===== config.mk =====
export PLATFORM = sky130hd
export DESIGN_NAME = ethernet_l3_l4_header_parser_core
export DESIGN_NICKNAME = d
export VERILOG_FILES = /design/src/hdl/hdrp_pkg.sv /design/src/hdl/hdrp_front.sv /design/src/hdl/hdrp_queue.sv /design/src/hdl/hdrp_back.sv /design/src/hdl/ethernet_l3_l4_header_parser_core.sv
export SDC_FILE = /design/constraint.sdc
export NUM_CORES = 1
export LEC_CHECK = 0
export BUFFER_PORTS_ARGS = -buffer_cell sky130_fd_sc_hd__buf_2
export CAP_MARGIN = 20
export CORE_ASPECT_RATIO = 0.6
export CORE_MARGIN = 8
export CORE_UTILIZATION = 34
export DETAILED_ROUTE_END_ITERATION = 8
export GPL_TIMING_DRIVEN = 0
export PLACE_DENSITY = 0.57
export SLEW_MARGIN = 20
export SYNTH_ARGS = -nofsm -noshare
export SYNTH_HDL_FRONTEND = slang
export SYNTH_SLANG_ARGS = --single-unit
export TNS_END_PERCENT = 1

===== constraint.sdc =====
create_clock -name aclk -period 6.4 [get_ports aclk]
set_clock_uncertainty 0.05 [all_clocks]
set_input_delay 1.28 -clock aclk [delete_from_list [all_inputs] [get_ports aclk]]
set_output_delay 1.28 -clock aclk [all_outputs]
set_load 0.005 [all_outputs]

===== src/hdl/hdrp_pkg.sv =====
// Shared types and constants for the Ethernet L3/L4 header parser.
package hdrp_pkg;

    // Parse stages of the front end.
    typedef enum logic [3:0] {
        ST_ETH  = 4'd0,
        ST_IP4  = 4'd1,
        ST_IP6  = 4'd2,
        ST_TCP  = 4'd3,
        ST_UDP  = 4'd4,
        ST_ICMP = 4'd5,
        ST_PAY  = 4'd6,
        ST_SKIP = 4'd7
    } stage_t;

    // Record kinds.
    localparam logic [4:0] K_DMAC     = 5'd0;
    localparam logic [4:0] K_SMAC     = 5'd1;
    localparam logic [4:0] K_ETYPE    = 5'd2;
    localparam logic [4:0] K_TOS      = 5'd3;
    localparam logic [4:0] K_TOTLEN   = 5'd4;
    localparam logic [4:0] K_IPID     = 5'd5;
    localparam logic [4:0] K_FRAG     = 5'd6;
    localparam logic [4:0] K_TTL      = 5'd7;
    localparam logic [4:0] K_IP4SRC   = 5'd8;
    localparam logic [4:0] K_IP4DST   = 5'd9;
    localparam logic [4:0] K_IP6PLEN  = 5'd10;
    localparam logic [4:0] K_IP6SRCH  = 5'd11;
    localparam logic [4:0] K_IP6SRCL  = 5'd12;
    localparam logic [4:0] K_IP6DSTH  = 5'd13;
    localparam logic [4:0] K_IP6DSTL  = 5'd14;
    localparam logic [4:0] K_SPORT    = 5'd15;
    localparam logic [4:0] K_DPORT    = 5'd16;
    localparam logic [4:0] K_SEQ      = 5'd17;
    localparam logic [4:0] K_ACK      = 5'd18;
    localparam logic [4:0] K_TFLAGS   = 5'd19;
    localparam logic [4:0] K_WINDOW   = 5'd20;
    localparam logic [4:0] K_UDPLEN   = 5'd21;
    localparam logic [4:0] K_ICMPTYPE = 5'd22;
    localparam logic [4:0] K_ICMPCODE = 5'd23;
    localparam logic [4:0] K_PAYLOAD  = 5'd24;
    localparam logic [4:0] K_END      = 5'd25;

    // Protocol classes.
    localparam logic [2:0] PC_NONE   = 3'd0;
    localparam logic [2:0] PC_TCP    = 3'd1;
    localparam logic [2:0] PC_UDP    = 3'd2;
    localparam logic [2:0] PC_ICMP   = 3'd3;
    localparam logic [2:0] PC_ICMP6  = 3'd4;
    localparam logic [2:0] PC_OTHER  = 3'd5;

    // Frame status codes.
    localparam logic [3:0] S_OK        = 4'd0;
    localparam logic [3:0] S_SHORT_ETH = 4'd1;
    localparam logic [3:0] S_SHORT_IP4 = 4'd2;
    localparam logic [3:0] S_SHORT_IPO = 4'd3;
    localparam logic [3:0] S_SHORT_TCP = 4'd4;
    localparam logic [3:0] S_SHORT_TCO = 4'd5;
    localparam logic [3:0] S_SHORT_UDP = 4'd6;
    localparam logic [3:0] S_SHORT_ICM = 4'd7;
    localparam logic [3:0] S_SHORT_IP6 = 4'd8;
    localparam logic [3:0] S_MALFORMED = 4'd9;

    // Protocol numbers.
    localparam logic [15:0] ETYPE_IPV4 = 16'h0800;
    localparam logic [15:0] ETYPE_IPV6 = 16'h86DD;
    localparam logic [7:0]  PROTO_ICMP  = 8'd1;
    localparam logic [7:0]  PROTO_TCP   = 8'd6;
    localparam logic [7:0]  PROTO_UDP   = 8'd17;
    localparam logic [7:0]  PROTO_ICMP6 = 8'd58;

    // Depth of the record queue between front and back.
    localparam int QDEPTH = 4;

    // One result record.
    typedef struct packed {
        logic [3:0]  status;
        logic [2:0]  pclass;
        logic [3:0]  vbytes;
        logic [63:0] value;
        logic [4:0]  kind;
        logic        last;
    } rec_t;

    // Records caused by one byte: r0 always, r1 when v1 is set.
    typedef struct packed {
        logic v1;
        rec_t r0;
        rec_t r1;
    } bundle_t;

endpackage


===== src/hdl/hdrp_front.sv =====
// Front end: accepts frame bytes, walks the headers and builds record bundles.
module hdrp_front #(
    parameter int PAYLOAD_BYTES = 16,
    parameter int LENGTH_BITS   = 16
) (
    input  logic             aclk,
    input  logic             aresetn,
    input  logic             byte_valid,
    input  logic [7:0]       data_byte,
    input  logic             end_of_frame,
    output logic             push,
    output hdrp_pkg::bundle_t push_data
);
    import hdrp_pkg::*;

    localparam int TWR = $clog2(PAYLOAD_BYTES + 2);
    localparam int TW  = (TWR < 3) ? 3 : TWR;
    localparam int LB  = LENGTH_BITS;

    logic [LB-1:0] pos_reg, pos_next;
    stage_t        stage_reg, stage_next;
    logic [63:0]   acc_reg, acc_next;
    logic [15:0]   etype_reg, etype_next;
    logic [7:0]    proto_reg, proto_next;
    logic [7:0]    l3end_reg, l3end_next;
    logic [7:0]    l4end_reg, l4end_next;
    logic [TW-1:0] taken_reg, taken_next;
    logic [3:0]    fstat_reg, fstat_next;

    logic [LB-1:0] off;
    logic [LB:0]   p1;
    logic [63:0]   acc_sh;
    logic          hit, fin, emit, flush, v4;
    logic [4:0]    kind;
    rec_t          rec_a, rec_end;
    logic [2:0]    pcls;
    logic [3:0]    st;

    assign acc_sh = {acc_reg[55:0], data_byte};
    assign p1     = {1'b0, pos_reg} + (LB+1)'(1);
    assign v4     = (etype_reg == ETYPE_IPV4);

    // Offset of the current byte within the header being parsed.
    always_comb begin
        unique case (stage_reg)
            ST_ETH:                off = pos_reg;
            ST_IP4, ST_IP6:        off = pos_reg - LB'(14);
            default:               off = pos_reg - LB'(l3end_reg);
        endcase
    end

    // Field decode of the current byte.
    always_comb begin
        hit  = 1'b0;
        fin  = 1'b0;
        kind = K_DMAC;
        unique case (stage_reg)
            ST_ETH: begin
                hit = 1'b1;
                if (off < LB'(6)) begin
                    kind = K_DMAC;  fin = (off == LB'(5));
                end else if (off < LB'(12)) begin
                    kind = K_SMAC;  fin = (off == LB'(11));
                end else begin
                    kind = K_ETYPE; fin = (off == LB'(13));
                end
            end
            ST_IP4: begin
                hit = 1'b1;
                if (off == LB'(1)) begin
                    kind = K_TOS; fin = 1'b1;
                end else if (off == LB'(2) || off == LB'(3)) begin
                    kind = K_TOTLEN; fin = (off == LB'(3));
                end else if (off == LB'(4) || off == LB'(5)) begin
                    kind = K_IPID; fin = (off == LB'(5));
                end else if (off == LB'(6) || off == LB'(7)) begin
                    kind = K_FRAG; fin = (off == LB'(7));
                end else if (off == LB'(8)) begin
                    kind = K_TTL; fin = 1'b1;
                end else if (off >= LB'(12) && off <= LB'(15)) begin
                    kind = K_IP4SRC; fin = (off == LB'(15));
                end else if (off >= LB'(16) && off <= LB'(19)) begin
                    kind = K_IP4DST; fin = (off == LB'(19));
                end else begin
                    hit = 1'b0;
                end
            end
            ST_IP6: begin
                hit = 1'b1;
                if (off == LB'(4) || off == LB'(5)) begin
                    kind = K_IP6PLEN; fin = (off == LB'(5));
                end else if (off == LB'(7)) begin
                    kind = K_TTL; fin = 1'b1;
                end else if (off >= LB'(8) && off <= LB'(15)) begin
                    kind = K_IP6SRCH; fin = (off == LB'(15));
                end else if (off >= LB'(16) && off <= LB'(23)) begin
                    kind = K_IP6SRCL; fin = (off == LB'(23));
                end else if (off >= LB'(24) && off <= LB'(31)) begin
                    kind = K_IP6DSTH; fin = (off == LB'(31));
                end else if (off >= LB'(32) && off <= LB'(39)) begin
                    kind = K_IP6DSTL; fin = (off == LB'(39));
                end else begin
                    hit = 1'b0;
                end
            end
            ST_TCP: begin
                hit = 1'b1;
                if (off == LB'(0) || off == LB'(1)) begin
                    kind = K_SPORT; fin = (off == LB'(1));
                end else if (off == LB'(2) || off == LB'(3)) begin
                    kind = K_DPORT; fin = (off == LB'(3));
                end else if (v4 && off >= LB'(4) && off <= LB'(7)) begin
                    kind = K_SEQ; fin = (off == LB'(7));
                end else if (v4 && off >= LB'(8) && off <= LB'(11)) begin
                    kind = K_ACK; fin = (off == LB'(11));
                end else if (off == LB'(13)) begin
                    kind = K_TFLAGS; fin = 1'b1;
                end else if (v4 && (off == LB'(14) || off == LB'(15))) begin
                    kind = K_WINDOW; fin = (off == LB'(15));
                end else begin
                    hit = 1'b0;
                end
            end
            ST_UDP: begin
                hit = 1'b1;
                if (off == LB'(0) || off == LB'(1)) begin
                    kind = K_SPORT; fin = (off == LB'(1));
                end else if (off == LB'(2) || off == LB'(3)) begin
                    kind = K_DPORT; fin = (off == LB'(3));
                end else if (v4 && (off == LB'(4) || off == LB'(5))) begin
                    kind = K_UDPLEN; fin = (off == LB'(5));
                end else begin
                    hit = 1'b0;
                end
            end
            ST_ICMP: begin
                hit = 1'b1;
                if (off == LB'(0)) begin
                    kind = K_ICMPTYPE; fin = 1'b1;
                end else if (off == LB'(1)) begin
                    kind = K_ICMPCODE; fin = 1'b1;
                end else begin
                    hit = 1'b0;
                end
            end
            default: ;
        endcase
    end

    // Per-byte state update, records and stage transitions.
    always_comb begin
        pos_next   = (pos_reg != '1) ? pos_reg + LB'(1) : pos_reg;
        stage_next = stage_reg;
        acc_next   = acc_reg;
        etype_next = etype_reg;
        proto_next = proto_reg;
        l3end_next = l3end_reg;
        l4end_next = l4end_reg;
        taken_next = taken_reg;
        fstat_next = fstat_reg;
        emit       = 1'b0;
        rec_a      = '0;

        // Length fields and protocol capture.
        if (stage_reg == ST_IP4 && pos_reg == LB'(14)) begin
            if (data_byte[3:0] < 4'd5) begin
                fstat_next = S_MALFORMED;
                l3end_next = 8'd34;
            end else begin
                l3end_next = 8'd14 + {2'b00, data_byte[3:0], 2'b00};
            end
        end
        if (stage_reg == ST_IP4 && pos_reg == LB'(23)) proto_next = data_byte;
        if (stage_reg == ST_IP6 && pos_reg == LB'(20)) proto_next = data_byte;
        if (stage_reg == ST_TCP && off == LB'(12)) begin
            if (data_byte[7:4] < 4'd5) fstat_next = S_MALFORMED;
            else l4end_next = l3end_reg + {2'b00, data_byte[7:4], 2'b00};
        end

        // Payload packing.
        if (stage_reg == ST_PAY && 32'(taken_reg) < PAYLOAD_BYTES) begin
            acc_next   = acc_sh;
            taken_next = taken_reg + TW'(1);
            if (taken_next[2:0] == 3'd0) begin
                emit         = 1'b1;
                rec_a.kind   = K_PAYLOAD;
                rec_a.value  = acc_sh;
                rec_a.vbytes = 4'd8;
                acc_next     = '0;
            end
        end

        // Header fields.
        if (stage_reg <= ST_ICMP) begin
            if (!hit) begin
                acc_next = '0;
            end else begin
                acc_next = acc_sh;
                if (fin) begin
                    emit        = 1'b1;
                    rec_a.kind  = kind;
                    rec_a.value = acc_sh;
                    if (kind == K_ETYPE) etype_next = acc_sh[15:0];
                    acc_next = '0;
                end
            end
            if (stage_reg == ST_ETH && pos_reg == LB'(13)) begin
                if (etype_next == ETYPE_IPV4) begin
                    stage_next = ST_IP4;
                end else if (etype_next == ETYPE_IPV6) begin
                    stage_next = ST_IP6;
                    l3end_next = 8'd54;
                end else begin
                    stage_next = ST_SKIP;
                end
            end else if ((stage_reg == ST_IP4 && pos_reg >= LB'(14) &&
                          p1 == (LB+1)'(l3end_next)) ||
                         (stage_reg == ST_IP6 && p1 == (LB+1)'(54))) begin
                // Enter the transport header.
                if (fstat_next == S_MALFORMED) begin
                    stage_next = ST_SKIP;
                end else if (proto_next == PROTO_TCP) begin
                    stage_next = ST_TCP;
                    l4end_next = l3end_next + 8'd20;
                end else if (proto_next == PROTO_UDP) begin
                    stage_next = ST_UDP;
                    l4end_next = l3end_next + 8'd8;
                end else if ((v4 && proto_next == PROTO_ICMP) ||
                             (!v4 && proto_next == PROTO_ICMP6)) begin
                    stage_next = ST_ICMP;
                    l4end_next = l3end_next + 8'd4;
                end else begin
                    stage_next = ST_SKIP;
                end
            end else if (stage_reg >= ST_TCP && p1 == (LB+1)'(l4end_next)) begin
                stage_next = (fstat_next == S_MALFORMED) ? ST_SKIP : ST_PAY;
            end
        end
    end

    // Frame-end class and status, from the state after this byte.
    always_comb begin
        pcls = PC_NONE;
        if (etype_next == ETYPE_IPV4 && pos_next >= LB'(34)) begin
            if (proto_next == PROTO_TCP)       pcls = PC_TCP;
            else if (proto_next == PROTO_UDP)  pcls = PC_UDP;
            else if (proto_next == PROTO_ICMP) pcls = PC_ICMP;
            else                               pcls = PC_OTHER;
        end else if (etype_next == ETYPE_IPV6 && pos_next >= LB'(54)) begin
            if (proto_next == PROTO_TCP)        pcls = PC_TCP;
            else if (proto_next == PROTO_UDP)   pcls = PC_UDP;
            else if (proto_next == PROTO_ICMP6) pcls = PC_ICMP6;
            else                                pcls = PC_OTHER;
        end
        if (fstat_next == S_MALFORMED) begin
            st = S_MALFORMED;
        end else begin
            unique case (stage_next)
                ST_ETH:  st = S_SHORT_ETH;
                ST_IP4:  st = (pos_next < LB'(34)) ? S_SHORT_IP4 : S_SHORT_IPO;
                ST_IP6:  st = S_SHORT_IP6;
                ST_TCP:  st = ((LB+1)'(pos_next) < (LB+1)'(l3end_next) + (LB+1)'(20))
                              ? S_SHORT_TCP : S_SHORT_TCO;
                ST_UDP:  st = S_SHORT_UDP;
                ST_ICMP: st = S_SHORT_ICM;
                default: st = fstat_next;
            endcase
        end
        rec_end        = '0;
        rec_end.kind   = K_END;
        rec_end.value  = 64'(pos_next);
        rec_end.pclass = pcls;
        rec_end.status = st;
        rec_end.last   = 1'b1;
    end

    // Bundle assembly; a partial payload word is flushed before the frame end.
    always_comb begin
        flush     = end_of_frame && stage_next == ST_PAY && taken_next[2:0] != 3'd0;
        push_data = '0;
        if (emit) begin
            push_data.r0 = rec_a;
        end else if (flush) begin
            push_data.r0        = '0;
            push_data.r0.kind   = K_PAYLOAD;
            push_data.r0.value  = acc_next;
            push_data.r0.vbytes = {1'b0, taken_next[2:0]};
        end
        if (emit || flush) begin
            push_data.r1 = rec_end;
            push_data.v1 = end_of_frame;
        end else begin
            push_data.r0 = rec_end;
        end
        push = byte_valid && (emit || flush || end_of_frame);
    end

    // Parser state registers; everything returns to reset at frame end.
    always_ff @(posedge aclk) begin
        if (!aresetn || (byte_valid && end_of_frame)) begin
            pos_reg   <= '0;
            stage_reg <= ST_ETH;
            acc_reg   <= '0;
            etype_reg <= '0;
            proto_reg <= '0;
            l3end_reg <= '0;
            l4end_reg <= '0;
            taken_reg <= '0;
            fstat_reg <= S_OK;
        end else if (byte_valid) begin
            pos_reg   <= pos_next;
            stage_reg <= stage_next;
            acc_reg   <= acc_next;
            etype_reg <= etype_next;
            proto_reg <= proto_next;
            l3end_reg <= l3end_next;
            l4end_reg <= l4end_next;
            taken_reg <= taken_next;
            fstat_reg <= fstat_next;
        end
    end

endmodule


===== src/hdl/hdrp_queue.sv =====
// Short queue of record bundles between the front and back ends.
module hdrp_queue (
    input  logic              aclk,
    input  logic              aresetn,
    input  logic              push,
    input  hdrp_pkg::bundle_t push_data,
    output logic              full,
    output logic              q_valid,
    output hdrp_pkg::bundle_t q_data,
    input  logic              pop,
    output logic [$clog2(hdrp_pkg::QDEPTH+1)-1:0] count
);
    import hdrp_pkg::*;

    localparam int PW = $clog2(QDEPTH);
    localparam int CW = $clog2(QDEPTH + 1);

    bundle_t         mem [QDEPTH];
    logic [PW-1:0]   wp_reg, rp_reg;
    logic [CW-1:0]   cnt_reg;

    assign full    = (cnt_reg == CW'(QDEPTH));
    assign q_valid = (cnt_reg != '0);
    assign q_data  = mem[rp_reg];
    assign count   = cnt_reg;

    // Storage.
    always_ff @(posedge aclk) begin
        if (push) mem[wp_reg] <= push_data;
    end

    // Pointers and fill count.
    always_ff @(posedge aclk) begin
        if (!aresetn) begin
            wp_reg  <= '0;
            rp_reg  <= '0;
            cnt_reg <= '0;
        end else begin
            if (push) wp_reg <= wp_reg + PW'(1);
            if (pop)  rp_reg <= rp_reg + PW'(1);
            cnt_reg <= cnt_reg + CW'(push) - CW'(pop);
        end
    end

endmodule


===== src/hdl/hdrp_back.sv =====
// Back end: unpacks bundles and presents one record per transfer.
module hdrp_back (
    input  logic              aclk,
    input  logic              aresetn,
    input  logic              q_valid,
    input  hdrp_pkg::bundle_t q_data,
    output logic              pop,
    output logic              m_tvalid,
    input  logic              m_tready,
    output hdrp_pkg::rec_t    out_rec
);
    import hdrp_pkg::*;

    logic hold_reg, nv_reg, adv;
    rec_t cur_reg, nxt_reg;

    assign adv      = !hold_reg || m_tready;
    assign pop      = adv && !(hold_reg && nv_reg) && q_valid;
    assign m_tvalid = hold_reg;
    assign out_rec  = cur_reg;

    // Output register with one pending record behind it.
    always_ff @(posedge aclk) begin
        if (!aresetn) begin
            hold_reg <= 1'b0;
            nv_reg   <= 1'b0;
        end else if (adv) begin
            if (hold_reg && nv_reg) begin
                nv_reg <= 1'b0;
            end else begin
                hold_reg <= q_valid;
                nv_reg   <= q_valid && q_data.v1;
            end
        end
    end

    always_ff @(posedge aclk) begin
        if (adv) begin
            if (hold_reg && nv_reg) begin
                cur_reg <= nxt_reg;
            end else if (q_valid) begin
                cur_reg <= q_data.r0;
                nxt_reg <= q_data.r1;
            end
        end
    end

endmodule


===== src/hdl/ethernet_l3_l4_header_parser_core.sv =====
// Top level of the Ethernet L3/L4 header parser.
// Frame bytes enter one per transfer on the s_ side, tlast on the last byte of
// a frame. Each completed header field (Ethernet, IPv4/IPv6, TCP/UDP/ICMP) gives
// one record on the m_ side, payload goes out in words of up to 8 bytes for the
// first PAYLOAD_BYTES bytes, and every frame closes with a frame-end record
// (tlast high) carrying the length, protocol class and status. The parser takes
// one byte per cycle; the records of a byte (at most two) leave one per output
// transfer, absorbed by a four-entry queue ahead of the output register, so the
// input stalls only when the output side is slower.
module ethernet_l3_l4_header_parser_core #(
    parameter int PAYLOAD_BYTES = 16,
    parameter int LENGTH_BITS   = 16
) (
    input  logic        aclk,
    input  logic        aresetn,
    input  logic        s_tvalid,
    output logic        s_tready,
    input  logic [7:0]  s_tdata,   // [7:0] data_byte
    input  logic        s_tlast,   // end_of_frame
    output logic        m_tvalid,
    input  logic        m_tready,
    // [4:0] record_kind, [68:5] field_value, [72:69] valid_bytes,
    // [75:73] protocol_class, [79:76] status
    output logic [79:0] m_tdata,
    output logic        m_tlast    // last
);
    import hdrp_pkg::*;

    logic    push, full, q_valid, pop;
    bundle_t push_data, q_data;
    rec_t    out_rec;
    logic [$clog2(QDEPTH+1)-1:0] q_count;

    assign s_tready = !full;

    hdrp_front #(
        .PAYLOAD_BYTES(PAYLOAD_BYTES),
        .LENGTH_BITS  (LENGTH_BITS)
    ) u_front (
        .aclk        (aclk),
        .aresetn     (aresetn),
        .byte_valid  (s_tvalid && s_tready),
        .data_byte   (s_tdata),
        .end_of_frame(s_tlast),
        .push        (push),
        .push_data   (push_data)
    );

    hdrp_queue u_queue (
        .aclk     (aclk),
        .aresetn  (aresetn),
        .push     (push),
        .push_data(push_data),
        .full     (full),
        .q_valid  (q_valid),
        .q_data   (q_data),
        .pop      (pop),
        .count    (q_count)
    );

    hdrp_back u_back (
        .aclk    (aclk),
        .aresetn (aresetn),
        .q_valid (q_valid),
        .q_data  (q_data),
        .pop     (pop),
        .m_tvalid(m_tvalid),
        .m_tready(m_tready),
        .out_rec (out_rec)
    );

    assign m_tdata = {out_rec.status, out_rec.pclass, out_rec.vbytes,
                      out_rec.value, out_rec.kind};
    assign m_tlast = out_rec.last;

`ifndef SYNTHESIS
    // The queue never takes a bundle while full.
    a_no_overflow: assert property (@(posedge aclk) disable iff (!aresetn)
        full |-> !push)
        else $error("record queue overflow");

    // Only a frame-end record closes a frame.
    a_last_is_end: assert property (@(posedge aclk) disable iff (!aresetn)
        (m_tvalid && m_tlast) |-> (m_tdata[4:0] == K_END))
        else $error("tlast on a record that is not a frame end");

    // Valid byte counts appear only on payload words.
    a_vbytes_payload: assert property (@(posedge aclk) disable iff (!aresetn)
        (m_tvalid && m_tdata[72:69] != 4'd0) |-> (m_tdata[4:0] == K_PAYLOAD))
        else $error("valid_bytes set on a non-payload record");

    // The fill count stays within the queue depth.
    a_count_range: assert property (@(posedge aclk) disable iff (!aresetn)
        32'(q_count) <= QDEPTH)
        else $error("record queue count out of range");
`endif

endmodule

==> reports/metrics.yaml <==
initial_core_util_pct: 34.35
setup_viol_count_final: 15
cp_data_arrival_time_ps: 7050
clock-sinks: 673
max-cap-violations: 0
hold_path.class: "reg2reg"
synth_edf_count: 529
grt_pass1_wl_um: 141000
drive_above_1_share_pct: 20.81
clk_pin_slew_ps: 70
whs_ps: 418.1
die_area_um2: 98770
grt-ovfl-total: 0
synth-async-reset-ratio_pct: 0
clock-root-buffer: "clkbuf_16"
cp_slowest_cell: "or4_1"
gp_congestion: 0.9930
synth-seq-cells: 673
yosysSeqAreaShare_pct: 62.25
syn_nets: 2363
drc: 0
avgRoutedWirePerCell_um: 26.20
die_h_um: 246.7
fillers: 8109
tightest_slew_ps: 1130
synth_ff_type: "edfxtp_1"
period_minus_slack_ps: 6620
num_vias: 21200
p_per_area_nw_per_um2: 381.2
rows: 84
drv_slew: 0
violations: "negative setup slack"
synthCells: 2309
layout_common_cells: "529 x edfxtp_1, 267 x nor2_1, 180 x nand2_1"
port_buffers: 94
syn2layout_area_growth_pct: 17.70
track_usage_pct: 19.10
drtAntennaViolNets: 0
antenna_found_initial: 3
hold_viol_final: 0
routed_wl_um: 98140
tritoncts: "built"
slowest_delay_ps: 420
max_freq_mhz: 151.1
die_w_um: 400.4
syn_area_um2: 30150
start_kind: "register"
cts_buffers: 61
status: "complete, but fails checks"
nets: 2582
maxSlewHeadroom_pct: 24.65
ioPinCount: 96
worstHoldPathCells: 2
largest_reg_flops: 424
first_iter_violations: 2412
synthTopCellsByArea: "edfxtp_1 53%, dfxtp_1 9.6%, mux4_2 7.9%"
critPathTopFamily: "compound AO/OA/AOI/OAI gates"
cp.depth: 28
synth_top_area_cell: "edfxtp_1"
p_leak_nw: 11.75
path_buf_inv: 3
grt_max_degree: 44
crit_fanout: 4
required_ps: 6830
final_common_cell: "edfxtp_1"
cp-end-kind: "register"
htreeDepth: 2
syn_area_per_cell_um2: 13.06
drtPass1Iterations: 6
dp_hpwl_um: 71490
peakVddDrop_mv: 0.2471
grt_pass1_vias: 20110
ys_types: 83
fin_util_pct: 40.44
synth_top_area_share_pct: 52.69
clockBufferDepth: 3
reg2regPathDepth: 28
holdBufCountCts: 0
fin_crit_sh_pct: 103.4
fp.coreArea_um2: 87760
via_per_inst: 5.660
rsz0062_at_grt: "yes"
yosysWarningCount: 0
setup_slack_ps: -220.1
path_class: "reg2reg"
clk_latency_ps: 670
[timing repair]
action                     4_1_cts  5_1_grt
gates resized for setup         97       62
setup buffers                   35        9
pin swaps                       31       16
setup endpoints to repair      947      448
[per-stage QoR]
step | cells | worst slack, ps | power (mW) | area [um2] | setup TNS [ps]
final | 3745 | -220.1 | 13.53 | 35490 | -1731
after floorplan | 2309 | -377.2 | 7.903 | 30150 | -119950
after detailed placement | 3584 | -3125 | 9.540 | 32520 | -1401720
after global placement | 3564 | -4990 | 9.369 | 32070 | -3116250
after CTS | 3732 | -118.8 | 13.52 | 35230 | -851.5
after global routing | 3741 | -362.4 | 14.11 | 35480 | -4104
[cell families after synthesis]
kind of cell	after synthesis	synth area share (%)
buffers and inverters	193	2.627
AND/OR/NAND/NOR	788	12.72
multiplexers	146	9.259
adder cells (fa/ha/maj)	42	1.809
AO/OA/AOI/OAI	421	9.998
XOR/XNOR	46	1.336
flip-flops	673	62.25
[worst register-to-register path, delay by kind of cell, from the launching register on]
family	cells	cell delay, ps
buf+inv	3	450
flops	1	360
xor+xnor	2	350
compound gates	12	2740
fa+ha+maj	4	1090
simple gates	7	1400
[synthesized netlist by cell type (10+ instances only)]
| master | instances |
|---|---|
| a221o_1 | 17 |
| clkbuf_1 | 120 |
| nand2_1 | 183 |
| xor2_1 | 10 |
| a22oi_1 | 67 |
| o21a_1 | 16 |
| mux4_2 | 106 |
| dfxtp_1 | 144 |
| buf_1 | 13 |
| and2_1 | 94 |
| xnor2_1 | 36 |
| a21oi_1 | 79 |
| nor2_1 | 272 |
| nor2b_1 | 25 |
| nand3_1 | 34 |
| o2111ai_1 | 10 |
| mux2i_1 | 37 |
| a21o_1 | 10 |
| edfxtp_1 | 529 |
| inv_1 | 40 |
| nand2b_1 | 10 |
| o21ai_0 | 55 |
| and3_1 | 13 |
| nor4_1 | 26 |
| or4_1 | 13 |
| a211oi_1 | 24 |
| ha_1 | 38 |
| nand4_1 | 19 |
| nor3_1 | 44 |
| a31oi_1 | 16 |
| a22o_1 | 49 |
[where the power goes]
group	switching (mW)	internal [mW]	leakage [nW]	total (mW)
Sequential	0.191	5.44	5.88	5.64
Clock	1.69	2.03	0.999	3.72
Combinational	2.59	1.59	4.87	4.18
[layout make-up]
cell class              count  area, um2  area share [%]
plain buffers             148      686.9           1.936
clock inverters            40      392.9           1.107
multi-input cells        1443      11160           31.44
inverters                  42      173.9          0.4901
clock buffers              75       1629           4.591
repair buffers            159       1202           3.388
flip-flops and latches    673      18780           52.93
diodes                      4      10.01         0.02821
well taps                1161       1453           4.094
[per-layer routing]
metal  global-route usage [%]  share of wire, %
met1                    31.33                49
met2                    25.19                39
met3                    4.612                10
met4                    3.013               1.2
met5                        0                 0
[final timing paths]
kind,slack (ps),endpoint,from
worst max-delay path,-220,u_queue.mem[3][158],u_front.pos_reg[0]
worst min register to register,420,u_front.l4end_reg[0],u_front.l4end_reg[0]
worst max register to register,-220,u_queue.mem[3][158],u_front.pos_reg[0]
worst min-delay path,420,u_front.l4end_reg[0],u_front.l4end_reg[0]
(Power assumes the default switching activity.)
